File: src/rtl/core/pu_pkg.sv
// ----------------------------------------------------------------------------
// pu_pkg
// Shared types and constants for the particle update and shade pipeline.
// ----------------------------------------------------------------------------
package pu_pkg;

    localparam int LATENCY        = 11;
    localparam int KIN_STAGES     = 4;
    localparam int DIV_BITS       = 16;
    localparam int DIV_PER_STAGE  = 2;
    localparam int DIV_STAGES     = DIV_BITS / DIV_PER_STAGE;

    localparam logic [15:0] TIME_STEP_RST  = 16'd1092;
    localparam logic [15:0] GRAVITY_RST    = 16'd30720;
    localparam logic [15:0] FRIC_HORIZ_RST = 16'd10240;
    localparam logic [15:0] FRIC_VERT_RST  = 16'd8192;
    localparam logic [15:0] SIZE_FLOOR_RST = 16'd128;

    localparam logic [2:0] CFG_TIME_STEP  = 3'd0;
    localparam logic [2:0] CFG_GRAVITY    = 3'd1;
    localparam logic [2:0] CFG_FRIC_HORIZ = 3'd2;
    localparam logic [2:0] CFG_FRIC_VERT  = 3'd3;
    localparam logic [2:0] CFG_SIZE_FLOOR = 3'd4;

    typedef struct packed {
        logic signed [23:0] pos_x;
        logic signed [23:0] pos_y;
        logic signed [23:0] vel_x;
        logic signed [23:0] vel_y;
        logic        [15:0] life_left;
        logic        [15:0] life_total;
        logic        [15:0] radius;
        logic        [15:0] shrink_rate;
        logic               falls;
        logic        [31:0] color_begin;
        logic        [31:0] color_final;
    } particle_in_t;

    typedef struct packed {
        logic signed [23:0] new_pos_x;
        logic signed [23:0] new_pos_y;
        logic signed [23:0] new_vel_x;
        logic signed [23:0] new_vel_y;
        logic        [15:0] new_life;
        logic        [15:0] new_radius;
        logic               alive;
        logic        [31:0] draw_color;
    } particle_out_t;

    typedef struct packed {
        logic [15:0] time_step;
        logic [15:0] gravity_accel;
        logic [15:0] friction_horizontal;
        logic [15:0] friction_vertical;
        logic [15:0] size_floor;
    } cfg_t;

    typedef struct packed {
        logic signed [23:0] new_pos_x;
        logic signed [23:0] new_pos_y;
        logic signed [23:0] new_vel_x;
        logic signed [23:0] new_vel_y;
        logic        [15:0] new_radius;
    } kin_t;

    typedef struct packed {
        logic [15:0] new_life;
        logic        alive;
        logic [31:0] draw_color;
    } shade_t;

endpackage

File: src/rtl/core/pu_shade.sv
// ----------------------------------------------------------------------------
// pu_shade
// Life update, pipelined alpha divider, color blend and alpha fade.
// ----------------------------------------------------------------------------
module pu_shade (
    input  logic                 aclk,
    input  logic                 en,
    input  pu_pkg::particle_in_t din,
    input  logic [15:0]          time_step,
    output pu_pkg::shade_t       dout
);
    import pu_pkg::*;

    typedef struct packed {
        logic [15:0] rem;
        logic [15:0] quo;
        logic [15:0] dvs;
        logic        sat;
        logic        alive;
        logic [15:0] life;
        logic [31:0] cb;
        logic [31:0] cf;
    } div_st_t;

    div_st_t     st_reg [DIV_STAGES+1];
    logic [7:0]  ch_reg [4];
    logic [16:0] alpha_reg;
    logic        alive_reg;
    logic [15:0] life_reg;
    shade_t      out_reg;

    logic signed [20:0] diff;
    logic signed [16:0] nl;
    div_st_t     st0;
    logic [16:0] alpha;
    logic [7:0]  ch [4];
    logic [24:0] afade;

    function automatic div_st_t div_step(input div_st_t s);
        div_st_t     r;
        logic [16:0] r2;
        r = s;
        for (int k = 0; k < DIV_PER_STAGE; k++) begin
            r2 = {r.rem, 1'b0};
            if (r2 >= {1'b0, r.dvs}) begin
                r2    = r2 - {1'b0, r.dvs};
                r.quo = {r.quo[14:0], 1'b1};
            end else begin
                r.quo = {r.quo[14:0], 1'b0};
            end
            r.rem = r2[15:0];
        end
        return r;
    endfunction

    always_comb begin
        diff      = $signed({1'b0, din.life_left, 4'b0}) - $signed({5'b0, time_step});
        nl        = diff[20:4];
        st0.rem   = nl[15:0];
        st0.quo   = '0;
        st0.dvs   = din.life_total;
        st0.alive = !nl[16] && (nl != '0);
        st0.life  = nl[15:0];
        st0.sat   = nl[15:0] >= din.life_total;
        st0.cb    = din.color_begin;
        st0.cf    = din.color_final;
    end

    always_ff @(posedge aclk) begin
        if (en) begin
            st_reg[0] <= st0;
        end
    end

    for (genvar i = 0; i < DIV_STAGES; i++) begin : g_div
        always_ff @(posedge aclk) begin
            if (en) begin
                st_reg[i+1] <= div_step(st_reg[i]);
            end
        end
    end

    always_comb begin
        alpha = st_reg[DIV_STAGES].sat ? 17'h10000 : {1'b0, st_reg[DIV_STAGES].quo};
        for (int k = 0; k < 4; k++) begin
            logic signed [9:0]  dch;
            logic signed [28:0] prod;
            logic signed [28:0] acc;
            dch   = $signed({2'b0, st_reg[DIV_STAGES].cb[8*k +: 8]})
                  - $signed({2'b0, st_reg[DIV_STAGES].cf[8*k +: 8]});
            prod  = dch * $signed({1'b0, alpha});
            acc   = $signed({5'b0, st_reg[DIV_STAGES].cf[8*k +: 8], 16'b0}) + prod;
            ch[k] = acc[23:16];
        end
    end

    always_ff @(posedge aclk) begin
        if (en) begin
            for (int k = 0; k < 4; k++) begin
                ch_reg[k] <= ch[k];
            end
            alpha_reg <= alpha;
            alive_reg <= st_reg[DIV_STAGES].alive;
            life_reg  <= st_reg[DIV_STAGES].life;
        end
    end

    assign afade = ch_reg[3] * alpha_reg;

    always_ff @(posedge aclk) begin
        if (en) begin
            out_reg.alive      <= alive_reg;
            out_reg.new_life   <= alive_reg ? life_reg : 16'd0;
            out_reg.draw_color <= alive_reg ? {afade[23:16], ch_reg[2], ch_reg[1], ch_reg[0]}
                                            : 32'd0;
        end
    end

    assign dout = out_reg;

endmodule

File: config.mk
export PLATFORM = sky130hd
export DESIGN_NAME = pu_shade
export DESIGN_NICKNAME = d
export VERILOG_FILES = /design/src/rtl/core/pu_pkg.sv /design/src/rtl/core/pu_shade.sv
export SDC_FILE = /design/constraint.sdc
export NUM_CORES = 2
export LEC_CHECK = 0
export BUFFER_PORTS_ARGS = -buffer_cell sky130_fd_sc_hd__buf_2
export CAP_MARGIN = 20
export CORE_MARGIN = 5
export CORE_UTILIZATION = 55
export DETAILED_ROUTE_END_ITERATION = 8
export PLACE_DENSITY_LB_ADDON = 0.15
export SYNTH_ARGS = -nofsm -noshare
export SYNTH_HDL_FRONTEND = slang
export SYNTH_SLANG_ARGS = --single-unit
File: constraint.sdc
create_clock -name aclk -period 13.3 [get_ports aclk]
set_clock_uncertainty 0.2 [all_clocks]
set_input_delay 2.66 -clock aclk [delete_from_list [all_inputs] [get_ports aclk]]
set_output_delay 2.66 -clock aclk [all_outputs]
set_load 0.02 [all_outputs]
==> flow_metrics.tcl <==
set metrics [dict create \
    status "finished, final reports clean" \
    slew_viol_final 0 \
    synth_edf_count 1165 \
    grt_antenna_before_repair 5 \
    ctsResizeCount 0 \
    io_buffers 162 \
    whs_ns 0.199 \
    hold-path-endpoint "st_reg[0][549]$_DFFE_PP_" \
    grt_usage_pct 21.3 \
    fmax_mhz 124 \
    cp.arrival_ns 8.36 \
    fin_ws_ns 5.22 \
    vias 42900 \
    via_per_inst 5.45 \
    syn_nets 7132 \
    grt_max_degree 200 \
    critPathLaunchType "flip-flop" \
    min_path_cells 0 \
    critPathCaptureType "flip-flop" \
    cts_hold_buf 0 \
    postPlaceCellArea_um2 75200 \
    ios 292 \
    period_share_pct 60.7 \
    syn_area_um2 72000 \
    drive_gt1_share_pct 9.68 \
    first_pass_iters 5 \
    reg2reg_depth 25 \
    tightest_slew_ns 1.09 \
    min-delay-start "st_reg[0][419]$_DFFE_PP_" \
    largest_reg_flops 1050 \
    area_growth_syn_to_layout_pct 9.55 \
    dieArea_um2 138000 \
    fin_crit_ns 8.08 \
    max_slew_margin_pct 27.5 \
    numCtsBuffers 116 \
    r2r_slack_ns 5.22 \
    cts_tree "done" \
    die_w_um 372 \
    drt_iter0_markers 2794 \
    nets 7353 \
    clk_pin_slew_ns 0.06 \
    clock-sinks 1165 \
    r2r_end "ch_reg[2][7]$_DFFE_PP_" \
    async_flop_share_pct 0 \
    num_rows 132 \
    routed_wl_um 145000 \
    p_leak_uw 0.0332 \
    p_per_area_nw_per_um2 268 \
    cts-root-buf "clkbuf_16" \
    first_global_vias 43500 \
    core_area_um2 130000 \
    final-setup-viol-count 0 \
    dp_hpwl_um 104000 \
    hold_viol_final 0 \
    synth-seq-cells 1165 \
    drv_cap 0 \
    clk_latency_ns 0.75 \
    path_max_fanout 28 \
    rsz0062_at_grt "no" \
    start_util_pct 55.5 \
    gp_congestion 0.880 \
    place_worst_setup_slack_ns 5.24 \
    multiInputGateArea_um2 33800 \
    ir_worst_vdd_v 0.000203 \
    grt_overflow 0 \
    worst-endpoint-required_ns 13.58 \
    grt_pass1_wl_um 232000 \
    wl_per_cell_um 18.4 \
    seq_area_um2 35000 \
    ys_warn_count 0 \
    drt_drc_violations_left 0 \
    ys_seq_area_share_pct 48.6 \
    synthFlopType "edfxtp_1" \
    design_area_um2 78900 \
    hold_path_class "reg -> reg" \
    synth.distinct_cells 93 \
    cts_max_path_buffers 3 \
    htree_levels 3 \
    fin_setup_tns_ns 0 \
    cts_setup_buffers 0 \
    r2r_start "st_reg[0][1121]$_DFFE_PP_" \
    fp.dieH_um 372 \
    postRouteAntennaNets 0 \
    critPathKind "reg -> reg" \
    diodes 0 \
    avgSynthCellArea_um2 12.4 \
    netlist_instances 5813 \
    power_uw 21100 \
    fillers 10300 \
]
## layout by cell type (no fill, tap or decap), types with 127 or more instances in the layout
cell	count
a21oi_1	214
and2_1	127
buf_2	161
edfxtp_1	1165
fa_1	548
ha_1	528
inv_1	729
nand2_1	335
nand2b_1	178
nor2_1	569
o21ai_0	183
xnor2_1	177
## critical path, stage by stage, from the launching register on
cell      delay [ns]
edfxtp_1        0.35
buf_4           0.27
inv_1           0.19
buf_4           0.38
nand2_1         0.10
buf_4           0.27
inv_1           0.68
nand2b_1        0.18
fa_1            0.53
inv_1           0.05
fa_1            0.50
inv_1           0.06
fa_1            0.53
inv_1           0.05
fa_1            0.45
ha_1            0.29
ha_1            0.30
or3b_2          0.44
nor4_1          0.26
o21ai_0         0.29
o31ai_1         0.58
o211a_1         0.27
o21a_1          0.18
o21a_1          0.15
nor2_1          0.05
xnor2_1         0.14
## metrics by stage
step,cells,utilization [%]
6_report,7876,60.8
5_1_grt,7876,60.8
4_1_cts,7876,60.8
3_5_place_dp,7658,57.9
3_3_place_gp,7657,57.9
2_1_floorplan,5813,-
## layer usage
metal | GRT usage (%) | vias to the layer above | routed length, µm
met5 | 0 | - | 0
met2 | 36.5 | 980 | 71800
met3 | 3.02 | 258 | 7210
met1 | 28.3 | 21200 | 60900
met4 | 6.63 | 0 | 4650
li1 | - | 20500 | -
## area by class of cell
type / instances / area share [%]
multi-input combinational: 3787 / 42.9
inverter: 733 / 3.49
timing repair buffer: 231 / 1.76
clock buffer: 133 / 3.76
clock inverter: 85 / 1.03
tap: 1742 / 2.76
sequential: 1165 / 44.3
## worst max path at each step
stage                                          from                     end
after detailed placement  st_reg[0][1121]$_DFFE_PP_  ch_reg[2][7]$_DFFE_PP_
after global placement    st_reg[0][1121]$_DFFE_PP_  ch_reg[2][7]$_DFFE_PP_
after global routing      st_reg[0][1121]$_DFFE_PP_  ch_reg[2][7]$_DFFE_PP_
after floorplan           st_reg[0][1064]$_DFFE_PP_  ch_reg[3][7]$_DFFE_PP_
final                     st_reg[0][1121]$_DFFE_PP_  ch_reg[2][7]$_DFFE_PP_
after CTS                 st_reg[0][1121]$_DFFE_PP_  ch_reg[2][7]$_DFFE_PP_
## cells in the mapped netlist (8+ instances only)
library cell	n	share of area (%)
a21o_1	80	0.83
ha_1	528	9.2
mux2_2	91	1.4
nor2b_1	41	0.36
nor4_1	24	0.21
and4_1	8	0.097
o21bai_1	35	0.36
o211ai_1	18	0.19
mux2_1	19	0.30
clkbuf_1	110	0.57
fa_1	548	15
inv_1	729	3.8
or2_2	28	0.24
mux2_4	9	0.19
a21oi_1	214	1.5
or3_1	27	0.23
o21a_1	55	0.57
nand2b_1	178	1.5
xor2_1	91	1.1
nand2_1	335	1.7
buf_2	9	0.063
nor2_1	569	3.0
a211oi_1	24	0.25
o41ai_1	14	0.17
a31oi_1	12	0.10
and2_1	127	1.1
nor3_1	82	0.57
o31ai_1	16	0.17
nand4_1	40	0.35
o21ai_0	183	1.3
xnor2_1	179	2.2
and3_1	21	0.18
edfxtp_1	1165	49
nand3_1	38	0.26
o31a_1	15	0.18
## logic make-up after synthesis
kind of cell / after synthesis / synth area share, %
AOI/OAI and AO/OA: 769 / 7.02
muxes: 124 / 1.98
DFF: 1165 / 48.6
xor gates and xnor gates: 270 / 3.28
adders and majority gates: 1076 / 24.4
buffers and inverters: 861 / 4.53
and+or+nand+nor: 1548 / 10.2
## where the power goes
group | internal, µW | switching, µW | total [µW]
sequential | 5070 | 320 | 5390
clock | 1780 | 1420 | 3200
combinational | 5650 | 6890 | 12500
total | 12500 | 8630 | 21100
Note: power is estimated with default switching activity, not from simulation.
